**config.mk**
```make
export PLATFORM = sky130hd
export DESIGN_NAME = av_frame_header_decoder
export DESIGN_NICKNAME = d
export VERILOG_FILES = /design/src/design/afhd_pkg.sv /design/src/design/afhd_csum.sv /design/src/design/afhd_decode.sv /design/src/design/av_frame_header_decoder.sv
export SDC_FILE = /design/constraint.sdc
export NUM_CORES = 1
export LEC_CHECK = 0
export CORE_MARGIN = 3
export CORE_UTILIZATION = 58
export CTS_CLUSTER_SIZE = 12
export DETAILED_ROUTE_END_ITERATION = 16
export DONT_BUFFER_PORTS = 1
export GPL_ROUTABILITY_DRIVEN = 0
export PLACE_DENSITY = 0.76
export REMOVE_ABC_BUFFERS = 1
export SLEW_MARGIN = 20
export SYNTH_ARGS = -nofsm -noshare
export SYNTH_HDL_FRONTEND = slang
export SYNTH_SLANG_ARGS = --single-unit
export TNS_END_PERCENT = 5
```
**constraint.sdc**
```tcl
create_clock -name i_clk -period 8.4 [get_ports i_clk]
set_input_delay 0.84 -clock i_clk [delete_from_list [all_inputs] [get_ports i_clk]]
set_output_delay 0.84 -clock i_clk [all_outputs]
set_load 0.02 [all_outputs]
```
**src/design/afhd_pkg.sv**
```systemverilog
// ---------------------------------------------------------------------------
// afhd_pkg
// types, codes and constants of the frame header decoder
// ---------------------------------------------------------------------------
package afhd_pkg;

    localparam int unsigned IN_DATA_W  = 240;
    localparam int unsigned OUT_DATA_W = 144;
    localparam int unsigned OUT_USER_W = 5;

    // header as packed on the input stream, head_low in the low bits
    typedef struct packed {
        logic [15:0] avail;
        logic [63:0] ext_bytes;
        logic [31:0] head_tail;
        logic [63:0] head_mid;
        logic [63:0] head_low;
    } t_hdr;

    typedef enum logic [2:0] {
        ST_NEED_MORE = 3'd0,
        ST_CSUM_BAD  = 3'd1,
        ST_OK        = 3'd2,
        ST_BAD_EXT   = 3'd3,
        ST_BAD_CODEC = 3'd4
    } t_status;

    typedef enum logic [1:0] {
        FK_VIDEO = 2'd0,
        FK_AUDIO = 2'd1,
        FK_DATA  = 2'd2
    } t_frame_kind;

    typedef enum logic [2:0] {
        SK_I        = 3'd0,
        SK_P        = 3'd1,
        SK_B        = 3'd2,
        SK_ANALYSIS = 3'd3,
        SK_NONE     = 3'd4
    } t_sub_kind;

    // output codec codes for video
    localparam logic [1:0] VC_MPEG4     = 2'd0;
    localparam logic [1:0] VC_VEND_H264 = 2'd1;
    localparam logic [1:0] VC_H264      = 2'd2;

    // bytes advanced by the caller
    localparam logic [4:0] CONS_NONE  = 5'd0;
    localparam logic [4:0] CONS_SYNC  = 5'd4;
    localparam logic [4:0] CONS_SKIP  = 5'd5;
    localparam logic [4:0] CONS_FRAME = 5'd20;

    // sync letters folded into one checksum seed
    localparam logic [7:0] SYNC_0 = 8'h44;
    localparam logic [7:0] SYNC_1 = 8'h48;
    localparam logic [7:0] SYNC_2 = 8'h41;
    localparam logic [7:0] SYNC_3 = 8'h56;
    localparam logic [7:0] CSUM_SEED = SYNC_0 + SYNC_1 + SYNC_2 + SYNC_3;

    localparam logic [7:0] TYPE_I     = 8'hFD;
    localparam logic [7:0] TYPE_P     = 8'hFC;
    localparam logic [7:0] TYPE_B     = 8'hFE;
    localparam logic [7:0] TYPE_AUDIO = 8'hF0;
    localparam logic [7:0] TYPE_DATA  = 8'hF1;
    localparam logic [7:0] DATA_ANALYSIS = 8'h05;

    localparam logic [7:0] EXT_MARK_A = 8'h80;
    localparam logic [7:0] EXT_MARK_B = 8'h81;

    localparam logic [7:0] ENC_MPEG4     = 8'd1;
    localparam logic [7:0] ENC_VEND_H264 = 8'd2;
    localparam logic [7:0] ENC_H264      = 8'd8;

    localparam logic [7:0] AUD_CODEC_OLD = 8'd10;
    localparam logic [7:0] AUD_CODEC_NEW = 8'd22;

    localparam logic [15:0] HDR_BYTES   = 16'd20;
    localparam logic [31:0] HDR_OVERHEAD = 32'd32;

    typedef struct packed {
        t_status     status;
        t_frame_kind frame_kind;
        t_sub_kind   sub_kind;
        logic [7:0]  codec;
        logic [10:0] width;
        logic [10:0] height;
        logic [7:0]  rate_or_channels;
        logic [1:0]  scan_mode;
        logic [31:0] date_word;
        logic [31:0] frame_number;
        logic [31:0] payload_length;
        logic [4:0]  consumed;
    } t_result;

    // sequence state update produced by one header
    typedef struct packed {
        logic        seq_we;
        logic [31:0] seq;
        logic        codec_we;
        logic [1:0]  codec;
    } t_state_upd;

endpackage

```
**src/design/afhd_csum.sv**
```systemverilog
// ---------------------------------------------------------------------------
// afhd_csum
// 8-bit additive checksum over header bytes 0..18, seeded with sync letters
// ---------------------------------------------------------------------------
module afhd_csum (
    input  logic [151:0] i_bytes,
    output logic [7:0]   o_sum
);

    logic [7:0] b [0:18];
    logic [7:0] s0, s1, s2, s3;

    always_comb begin
        for (int i = 0; i < 19; i++) begin
            b[i] = i_bytes[8*i +: 8];
        end
    end

    // four short groups, then one final add
    assign s0 = b[0] + b[1] + b[2] + b[3] + b[4];
    assign s1 = b[5] + b[6] + b[7] + b[8] + b[9];
    assign s2 = b[10] + b[11] + b[12] + b[13] + b[14];
    assign s3 = b[15] + b[16] + b[17] + b[18] + afhd_pkg::CSUM_SEED;

    assign o_sum = s0 + s1 + s2 + s3;

endmodule

```
**src/design/afhd_decode.sv**
```systemverilog
// ---------------------------------------------------------------------------
// afhd_decode
// classifies one header and decodes its fields and sequence state update
// ---------------------------------------------------------------------------
module afhd_decode (
    input  afhd_pkg::t_hdr       i_hdr,
    input  logic [31:0]          i_last_seq,
    input  logic [1:0]           i_last_codec,
    output afhd_pkg::t_result    o_res,
    output afhd_pkg::t_state_upd o_upd
);

    logic [7:0]  b [0:27];
    logic [7:0]  sum;
    logic [7:0]  ext_len;
    logic [31:0] fnum;
    logic [31:0] pay;
    logic [31:0] seq_ref;
    logic        short_hdr;
    logic        short_ext;
    logic        gap;

    afhd_csum u_csum (
        .i_bytes ({i_hdr.head_tail[23:0], i_hdr.head_mid, i_hdr.head_low}),
        .o_sum   (sum)
    );

    always_comb begin
        for (int i = 0; i < 8; i++) begin
            b[i]      = i_hdr.head_low[8*i +: 8];
            b[8 + i]  = i_hdr.head_mid[8*i +: 8];
            b[20 + i] = i_hdr.ext_bytes[8*i +: 8];
        end
        for (int i = 0; i < 4; i++) begin
            b[16 + i] = i_hdr.head_tail[8*i +: 8];
        end
    end

    assign ext_len   = b[18];
    assign fnum      = i_hdr.head_low[63:32];
    assign pay       = i_hdr.head_mid[31:0] - afhd_pkg::HDR_OVERHEAD - {24'd0, ext_len};
    assign short_hdr = i_hdr.avail < afhd_pkg::HDR_BYTES;
    assign short_ext = {1'b0, i_hdr.avail} < ({1'b0, afhd_pkg::HDR_BYTES} + {9'd0, ext_len});

    // a zero last number takes the new one before the gap test
    assign seq_ref = (i_last_seq == 32'd0) ? fnum : i_last_seq;
    assign gap     = (fnum > (seq_ref + 32'd1)) || (fnum < seq_ref);

    always_comb begin
        logic [7:0] dei;
        logic [7:0] enc;
        logic       ext_ok;

        o_res  = '0;
        o_upd  = '0;
        dei    = '0;
        enc    = '0;
        ext_ok = 1'b1;
        o_res.status     = afhd_pkg::ST_NEED_MORE;
        o_res.frame_kind = afhd_pkg::FK_VIDEO;
        o_res.sub_kind   = afhd_pkg::SK_I;

        if (short_hdr) begin
            o_res.consumed = afhd_pkg::CONS_NONE;
        end else if (sum != b[19]) begin
            o_res.status   = afhd_pkg::ST_CSUM_BAD;
            o_res.consumed = afhd_pkg::CONS_SYNC;
        end else if (short_ext) begin
            o_res.consumed = afhd_pkg::CONS_NONE;
        end else begin
            o_res.date_word      = i_hdr.head_mid[63:32];
            o_res.frame_number   = fnum;
            o_res.payload_length = pay;
            o_res.status         = afhd_pkg::ST_OK;
            o_res.consumed       = afhd_pkg::CONS_FRAME;

            if (b[0] == afhd_pkg::TYPE_I) begin
                o_upd.seq_we = 1'b1;
                o_upd.seq    = fnum;
                if (b[20] == afhd_pkg::EXT_MARK_A && b[24] == afhd_pkg::EXT_MARK_B) begin
                    o_res.width            = {b[22], 3'b000};
                    o_res.height           = {b[23], 3'b000};
                    o_res.rate_or_channels = b[27];
                    dei = b[21];
                    enc = b[26];
                end else if (b[20] == afhd_pkg::EXT_MARK_B
                             && b[24] == afhd_pkg::EXT_MARK_A) begin
                    o_res.width            = {b[26], 3'b000};
                    o_res.height           = {b[27], 3'b000};
                    o_res.rate_or_channels = b[23];
                    dei = b[25];
                    enc = b[22];
                end else begin
                    ext_ok = 1'b0;
                end

                if (!ext_ok) begin
                    o_res.status   = afhd_pkg::ST_BAD_EXT;
                    o_res.sub_kind = afhd_pkg::SK_NONE;
                    o_res.consumed = afhd_pkg::CONS_SKIP;
                end else begin
                    case (dei)
                        8'd0:    o_res.scan_mode = 2'd2;
                        8'd1:    o_res.scan_mode = 2'd1;
                        8'd2:    o_res.scan_mode = 2'd0;
                        default: o_res.scan_mode = 2'd3;
                    endcase
                    o_upd.codec_we = 1'b1;
                    case (enc)
                        afhd_pkg::ENC_MPEG4:     o_upd.codec = afhd_pkg::VC_MPEG4;
                        afhd_pkg::ENC_VEND_H264: o_upd.codec = afhd_pkg::VC_VEND_H264;
                        afhd_pkg::ENC_H264:      o_upd.codec = afhd_pkg::VC_H264;
                        default: begin
                            o_upd.codec_we = 1'b0;
                            o_upd.codec    = afhd_pkg::VC_MPEG4;
                            o_res.status   = afhd_pkg::ST_BAD_CODEC;
                            o_res.consumed = afhd_pkg::CONS_NONE;
                        end
                    endcase
                    o_res.codec = {6'd0, o_upd.codec};
                end
            end else if (b[0] == afhd_pkg::TYPE_P || b[0] == afhd_pkg::TYPE_B) begin
                o_upd.seq_we         = 1'b1;
                o_upd.seq            = fnum;
                o_res.payload_length = pay - {31'd0, gap};
                o_res.sub_kind       = (b[0] == afhd_pkg::TYPE_P) ? afhd_pkg::SK_P
                                                                  : afhd_pkg::SK_B;
                o_res.codec          = {6'd0, i_last_codec};
            end else if (b[0] == afhd_pkg::TYPE_AUDIO) begin
                o_res.frame_kind       = afhd_pkg::FK_AUDIO;
                o_res.sub_kind         = afhd_pkg::SK_NONE;
                o_res.codec            = (b[22] == afhd_pkg::AUD_CODEC_OLD)
                                         ? afhd_pkg::AUD_CODEC_NEW : b[22];
                o_res.rate_or_channels = b[21];
            end else begin
                o_res.frame_kind = afhd_pkg::FK_DATA;
                o_res.sub_kind   = (b[0] == afhd_pkg::TYPE_DATA
                                    && b[1] == afhd_pkg::DATA_ANALYSIS)
                                   ? afhd_pkg::SK_ANALYSIS : afhd_pkg::SK_NONE;
            end
        end
    end

endmodule

```
**src/design/av_frame_header_decoder.sv**
```systemverilog
// ---------------------------------------------------------------------------
// av_frame_header_decoder
// media frame header checker and field decoder, one header per beat
// ---------------------------------------------------------------------------
// usage:
//   slave channel (i_s_*) takes one header per beat: 20 header bytes, the
//   8 extension bytes and the buffered byte count, packed in i_s_tdata.
//   master channel (o_m_*) returns one result per header: status, codec,
//   size, rate, scan mode, date word, frame number, payload length and the
//   bytes to advance in o_m_tdata; frame kind and sub kind in o_m_tuser.
//   a header is held in the input register while checksum and decode run,
//   then lands in the result register, which drives the master channel.
//   throughput is one header per cycle while the receiver keeps up, set
//   by the single decode pass between the two registers; last frame
//   number and last video codec are updated as the header moves into the
//   result register.
//   reset clears both valid flags and the sequence state (codec mpeg4).
//   when the receiver stalls, the result holds and the input register
//   still fills, so at most two headers are in flight before o_s_tready
//   drops.
// ---------------------------------------------------------------------------
module av_frame_header_decoder (
    input  logic                            i_clk,
    input  logic                            i_rst_n,
    input  logic                            i_s_tvalid,
    output logic                            o_s_tready,
    // head_low[63:0], head_mid[127:64], head_tail[159:128],
    // ext_bytes[223:160], avail[239:224]
    input  logic [afhd_pkg::IN_DATA_W-1:0]  i_s_tdata,
    output logic                            o_m_tvalid,
    input  logic                            i_m_tready,
    // status[2:0], codec[10:3], width[21:11], height[32:22],
    // rate_or_channels[40:33], scan_mode[42:41], date_word[74:43],
    // frame_number[106:75], payload_length[138:107], consumed[143:139]
    output logic [afhd_pkg::OUT_DATA_W-1:0] o_m_tdata,
    // frame_kind[1:0], sub_kind[4:2]
    output logic [afhd_pkg::OUT_USER_W-1:0] o_m_tuser
);

    logic                 r_in_valid;
    afhd_pkg::t_hdr       r_in_hdr;
    logic                 r_out_valid;
    afhd_pkg::t_result    r_out_res;
    logic [31:0]          r_last_seq;
    logic [1:0]           r_last_codec;
    logic [31:0]          n_last_seq;
    logic [1:0]           n_last_codec;

    logic                 out_ready;
    logic                 advance;
    afhd_pkg::t_result    dec_res;
    afhd_pkg::t_state_upd dec_upd;

    assign out_ready  = !r_out_valid || i_m_tready;
    assign advance    = r_in_valid && out_ready;
    assign o_s_tready = !r_in_valid || out_ready;

    afhd_decode u_decode (
        .i_hdr        (r_in_hdr),
        .i_last_seq   (r_last_seq),
        .i_last_codec (r_last_codec),
        .o_res        (dec_res),
        .o_upd        (dec_upd)
    );

    always_comb begin
        n_last_seq   = r_last_seq;
        n_last_codec = r_last_codec;
        if (advance && dec_upd.seq_we) begin
            n_last_seq = dec_upd.seq;
        end
        if (advance && dec_upd.codec_we) begin
            n_last_codec = dec_upd.codec;
        end
    end

    always_ff @(posedge i_clk) begin
        if (!i_rst_n) begin
            r_in_valid   <= 1'b0;
            r_out_valid  <= 1'b0;
            r_last_seq   <= '0;
            r_last_codec <= afhd_pkg::VC_MPEG4;
        end else begin
            if (o_s_tready) begin
                r_in_valid <= i_s_tvalid;
            end
            if (out_ready) begin
                r_out_valid <= r_in_valid;
            end
            r_last_seq   <= n_last_seq;
            r_last_codec <= n_last_codec;
        end
    end

    always_ff @(posedge i_clk) begin
        if (o_s_tready && i_s_tvalid) begin
            r_in_hdr <= afhd_pkg::t_hdr'(i_s_tdata);
        end
        if (advance) begin
            r_out_res <= dec_res;
        end
    end

    assign o_m_tvalid = r_out_valid;
    assign o_m_tdata  = {r_out_res.consumed, r_out_res.payload_length,
                         r_out_res.frame_number, r_out_res.date_word,
                         r_out_res.scan_mode, r_out_res.rate_or_channels,
                         r_out_res.height, r_out_res.width, r_out_res.codec,
                         r_out_res.status};
    assign o_m_tuser  = {r_out_res.sub_kind, r_out_res.frame_kind};

endmodule

```
# == Yosys cells after proc, flatten, opt, wreduce, memory -nomap -nowiden ==
# Index checks and enable logic that the tools add are counted.
# classes
n_reduce_logical,21
mux,60
eq_ne,17
bitwise,2
n_addsub,24
order_cmp,4
# op_table
cell,n
adder 8 bit,18
two-way mux 142 bit,1
two-way mux 8 bit,17
two-way mux 36 bit,3
two-way mux 32 bit,3
== test 8 bit (second input constant),9
two-way mux 33 bit,2
two-way mux 30 bit,2
adder 32 x 1 -> 32 bit (second input constant),1
greater-than comparator 32 bit,1
zero test 32 bit,1
< comparator 32 bit,1
subtractor 32 x 1 -> 32 bit,1
subtractor 32 x 6 -> 32 bit (second input constant),1
subtractor 32 x 8 -> 32 bit,1
two-way mux 11 bit,2
two-way mux 22 bit,1
two-way mux 3 bit,7
two-way mux 5 bit,4
< comparator 16 x 17 -> 1 bit,1
== test 8 x 1 -> 1 bit (second input constant),2
== test 8 x 2 -> 1 bit (second input constant),2
== test 8 x 4 -> 1 bit (second input constant),2
< comparator 16 x 5 -> 1 bit (second input constant),1
other kinds (16),44
# word_totals
out_inout_bits,151
register_bits,425
word_cells,156
in_bits,244

# == Logic depth before layout (Yosys ltp) ==
# logic_depth
word_depth,19
mapped_depth,31
mapped_depth_nobuf,28

# == Cells and area by module ==
# From an unflattened synthesis, not the netlist that was laid out.
# unflattened
hier_cells,1859
hier_area_um2,23172.2
# modules_own_cells
module,instances,cells_per_inst,seq_area_each_um2,area_per_inst_um2
av_frame_header_decoder,1,549,12401.9,13175.1
afhd_decode,1,977,0.0,6610.1
afhd_csum,1,333,0.0,3387.0

# == Worst setup path before layout ==
# OpenSTA, ideal clock, no wires.
# synth_timing
path_kind,input -> register
startpoint,in i_m_tready
endpoint,reg r_last_seq[2]
arrival_ns,8.634
setup_ns,0.116
n_path_buf,1
cell_stages,7
required_ns,8.284
setup_slack_ns,-0.351
path_cell_list,nor2b_1 -> nor2_1 -> o21ai_0 -> nor2_2 -> buf_2 -> mux2i_1 -> nor2b_1
# synth_between
elab_chain_cells,3
# synth_lines
element,line,text
start: declaration,av_frame_header_decoder.sv:31,"input logic i_m_tready,"
logical OR 1 bit,av_frame_header_decoder.sv:54,assign out_ready = !r_out_valid || i_m_tready;
logical AND 1 bit,av_frame_header_decoder.sv:55,assign advance = r_in_valid && out_ready;
named net advance,av_frame_header_decoder.sv:50,logic advance;
logical AND 1 bit,av_frame_header_decoder.sv:69,if (advance && dec_upd.seq_we) begin
end signal: assignment,av_frame_header_decoder.sv:90,r_last_seq <= n_last_seq;
end: declaration,av_frame_header_decoder.sv:44,logic [31:0] r_last_seq;
# The timed path passes the listed nets, and every way through them passes these cells.
# A chain may end at the register's enable or synchronous reset.

# == Worst setup path in the final report ==
# layout_timing
startpoint,reg r_last_seq[26]
endpoint,"reg r_out_res, in the netlist o_m_tdata[129] (data pin)"
# layout_between
elab_chain_cells,8
elab_cells_between_ends,9
classes_between,add/sub (2); order compare (2); mux (3); reduce/logical (2)
# layout_lines
element,line,text
zero test 32 bit,afhd_decode.sv:46,assign seq_ref = (i_last_seq == 32'd0) ? fnum : i_last_seq;
two-way mux 32 bit *,afhd_decode.sv:46,
adder 32 x 1 -> 32 bit,afhd_decode.sv:47,assign gap = (fnum > (seq_ref + 32'd1)) || (fnum < seq_ref);
greater-than comparator 32 bit,afhd_decode.sv:47,
logical OR 1 bit *,afhd_decode.sv:47,
subtractor 32 x 1 -> 32 bit *,afhd_decode.sv:125,"o_res.payload_length = pay - {31'd0, gap};"
two-way mux 32 bit *,afhd_decode.sv:122,end else if (b[0] == afhd_pkg::TYPE_P || b[0] == afhd_pkg::TYPE_B) begin
two-way mux 32 bit *,afhd_decode.sv:77,if (b[0] == afhd_pkg::TYPE_I) begin
end signal: assignment,av_frame_header_decoder.sv:100,r_out_res <= dec_res;
end: declaration,av_frame_header_decoder.sv:43,afhd_pkg::t_result r_out_res;
# Mark *: on every way between the ends. The rest lies on a longest branch, timed or not.

==> run metrics <==
RSZ-0062 raised after global routing false; htree depth 2; Worst-path clk slew 0.06 ns; TritonCTS clock tree done; Setup violations, final 0; Area after DPL 22900 um^2; worst hold endpoint r_in_hdr[212]$_DFFE_PP_; area delta synth->final 8.81%; Die ar. 40900 um^2; Final Max Tran Viols 0; Static Leak 9.20 nW; HP Start i_s_tdata[212]; PD cells 360 nW/um^2; Worst setup SP type flop; clock sinks 417; R2R Setup Slk 0.88 ns; DRT Wirelength 55.3 mm; first-pass GRT wire length 82.9 mm; critical path arrival 7.82 ns; Mapped Cells 1754; Max Freq 133 MHz; number of buffers created by CTS 45; status complete, no violations; vias 13900; Die Y 202 um; synth warn 0; VDD IR max 0.00123 V; layout cell share with drive strength beyond 1 0.0557; CP peak stage delay 0.55 ns; Clock Tree Buf Depth 3; Initial Util 0.591; DR WL/cell 23.8 um; drt via density 5.98; largest net degree at the start of global routing 177; fill count 2767; dpl ws 1.02 ns; post_cts resized 0; asr flop ratio synth 0; fraction of the yosys area taken by sequential cells 0.545; clk_skew 0.0259 ns; CP Capture Type flop; Final Hold Vio Count 0; drt pass-1 iters 5; final net count 2231; worst hold path class in -> reg; CP most frequent cell ha_1; Iteration-0 DRC Markers 1370; Syn Area/Cell 12.7 um^2; max-cap viol count 0; worst r2r dst o_m_tdata[129]$_SDFFCE_PP0P_; worst reg2reg startpoint r_last_seq[26]$_SDFFE_PN0P_; Yosys cell types 78; I/O Pins 395; Design Area, Final 24300 um^2; I/O Buffers 0; ANT nets after route 0; fin crit period 7.52 ns; HPWL Detailed 41.3 mm; Skew-Pair Late Insertion Delay 0.58 ns; vias in the first global route 13900; hold_buf cts 0; number of setup buffers added after CTS 0; DRC Markers 0; critical path's slowest cell nor3_1; Cells on Worst Hold Path 0; measured slew at the worst slew-check pin 1.14 ns; core box area 37800 um^2; Die X 202 um; antenna violations before repair 15; crit path max fanout 7; reg2reg path depth 26; Post-synth top flop edfxtp_1; Seq cells post-synth 417; Worst Path Required 8.69 ns; Post-Syn Area 22300 um^2; classification of the worst setup path reg -> reg; row cnt 71; Slew HR 0.242; gr ovfl total 0; period utilization 0.896; GR Util All Layers 0.267; Root Buffer clkbuf_16; fin worst setup slack 0.875 ns; EDFF count, synth 381
## synth_stat cells, types with 9 or more instances
master	instances	share of area
edfxtp_1	381	0.51
o21ai_0	27	0.0061
nor2b_1	54	0.015
nand4_1	25	0.0070
nor2_1	88	0.015
and2_1	67	0.019
ha_1	117	0.066
xnor2_1	81	0.032
mux2i_1	37	0.017
xor2_1	33	0.013
clkbuf_1	35	0.0059
dfxtp_1	36	0.032
nor4_1	21	0.0059
fa_1	104	0.093
nand3_1	22	0.0049
a21o_1	34	0.011
or2_2	10	0.0028
or3_1	9	0.0025
nand2_1	102	0.017
nand2b_1	18	0.0050
and3_1	12	0.0034
a21oi_1	97	0.022
nor3_1	34	0.0076
o21a_1	14	0.0047
a31oi_1	10	0.0028
inv_1	145	0.024
## metal layers
metal	global-route usage	vias to the layer above	share of wire	wire, um
li1	-	6316	-	-
met1	0.357	6805	0.41	22600
met2	0.437	624	0.48	26700
met3	0.0496	130	0.067	3720
met4	0.108	6	0.042	2320
met5	0	-	0.00071	39
## cells by family (layout without fill, tap and decap cells)
group,count (synthesis),after routing,synth area share
XOR/XNOR,116,116,0.0468
multiplexers,37,37,0.0166
adder cells (fa/ha/maj),221,221,0.159
other,1,22,0.000168
flip-flops,417,417,0.545
AO/OA/AOI/OAI,256,256,0.0736
AND/OR/NAND/NOR,508,508,0.123
buffers and inverters,198,233,0.0353
## sequential cells by signal, indices dropped and copies added (netlist names)
name,count
r_last_codec,2
o_m_tvalid,1
r_in_valid,1
r_in_hdr,240
o_m_tuser,5
o_m_tdata,136
r_last_seq,32
## worst max-delay path by stage
stage,start,to,slack [ns]
floorplan,i_m_tready,r_last_seq[0]$_SDFFE_PN0P_,-1.23
global route,r_last_seq[26]$_SDFFE_PN0P_,o_m_tdata[129]$_SDFFCE_PP0P_,0.35
detailed placement,r_in_hdr[41]$_DFFE_PP_,r_last_seq[29]$_SDFFE_PN0P_,1.02
global placement,r_in_hdr[41]$_DFFE_PP_,o_m_tdata[108]$_SDFFCE_PP0P_,1.08
finish,r_last_seq[26]$_SDFFE_PN0P_,o_m_tdata[129]$_SDFFCE_PP0P_,0.88
CTS,r_in_hdr[41]$_DFFE_PP_,o_m_tdata[108]$_SDFFCE_PP0P_,0.97
## power breakdown
| part | internal, W | switching [W] | leakage, nW |
|---|---|---|---|
| Sequential | 0.00250 | 0.000207 | 4.09 |
| Clock | 0.00106 | 0.000793 | 0.668 |
| Combinational | 0.00192 | 0.00224 | 4.43 |
| Total | 0.00549 | 0.00324 | 9.20 |
## critical path: cells and delay by family, from the launching register on
family / cells / cell delay (ns)
DFF: 1 / 0.33
AOI/OAI and AO/OA: 3 / 0.75
adders and majority gates: 4 / 0.92
xor gates and xnor gates: 2 / 0.31
buffers and inverters: 2 / 0.14
and+or+nand+nor: 15 / 4.77
## layout make-up
class / count / area [um^2] / share of cell area
multi-input cells: 1146 / 9420 / 0.388
repair buffers: 11 / 108 / 0.00443
inverters: 145 / 544 / 0.0224
well taps: 511 / 639 / 0.0263
diodes: 14 / 35.0 / 0.00144
flip-flops and latches: 417 / 12200 / 0.501
clock inverters: 19 / 171 / 0.00706
clock buffers: 58 / 1190 / 0.0492
## placed cells by master, fill, tap and decap left out, types with 33 or more instances in the layout
cell,netlist,routed
and2_1,67,66
nor3_1,34,33
edfxtp_1,381,381
nor2_1,88,86
ha_1,117,117
fa_1,104,104
inv_1,145,145
nand2_1,102,102
nor2b_1,54,54
xor2_1,33,33
dfxtp_1,36,36
clkbuf_16,0,45
a21oi_1,97,97
xnor2_1,81,81
mux2i_1,37,37
a21o_1,34,34
## stage by stage
| step | util | hold WS (ns) | std cells | TNS [ns] | total power, W |
|---|---|---|---|---|---|
| after floorplan | - | 0.484 | 1708 | -44.93 | 0.00591 |
| after global placement | 0.606 | 0.500 | 2230 | 0 | 0.00688 |
| after detailed placement | 0.606 | 0.513 | 2230 | 0 | 0.00695 |
| after CTS | 0.642 | 0.325 | 2307 | 0 | 0.00884 |
| after global routing | 0.643 | 0.328 | 2318 | 0 | 0.00934 |
| final | 0.643 | 0.352 | 2321 | 0 | 0.00873 |
(Power assumes the default switching activity.)
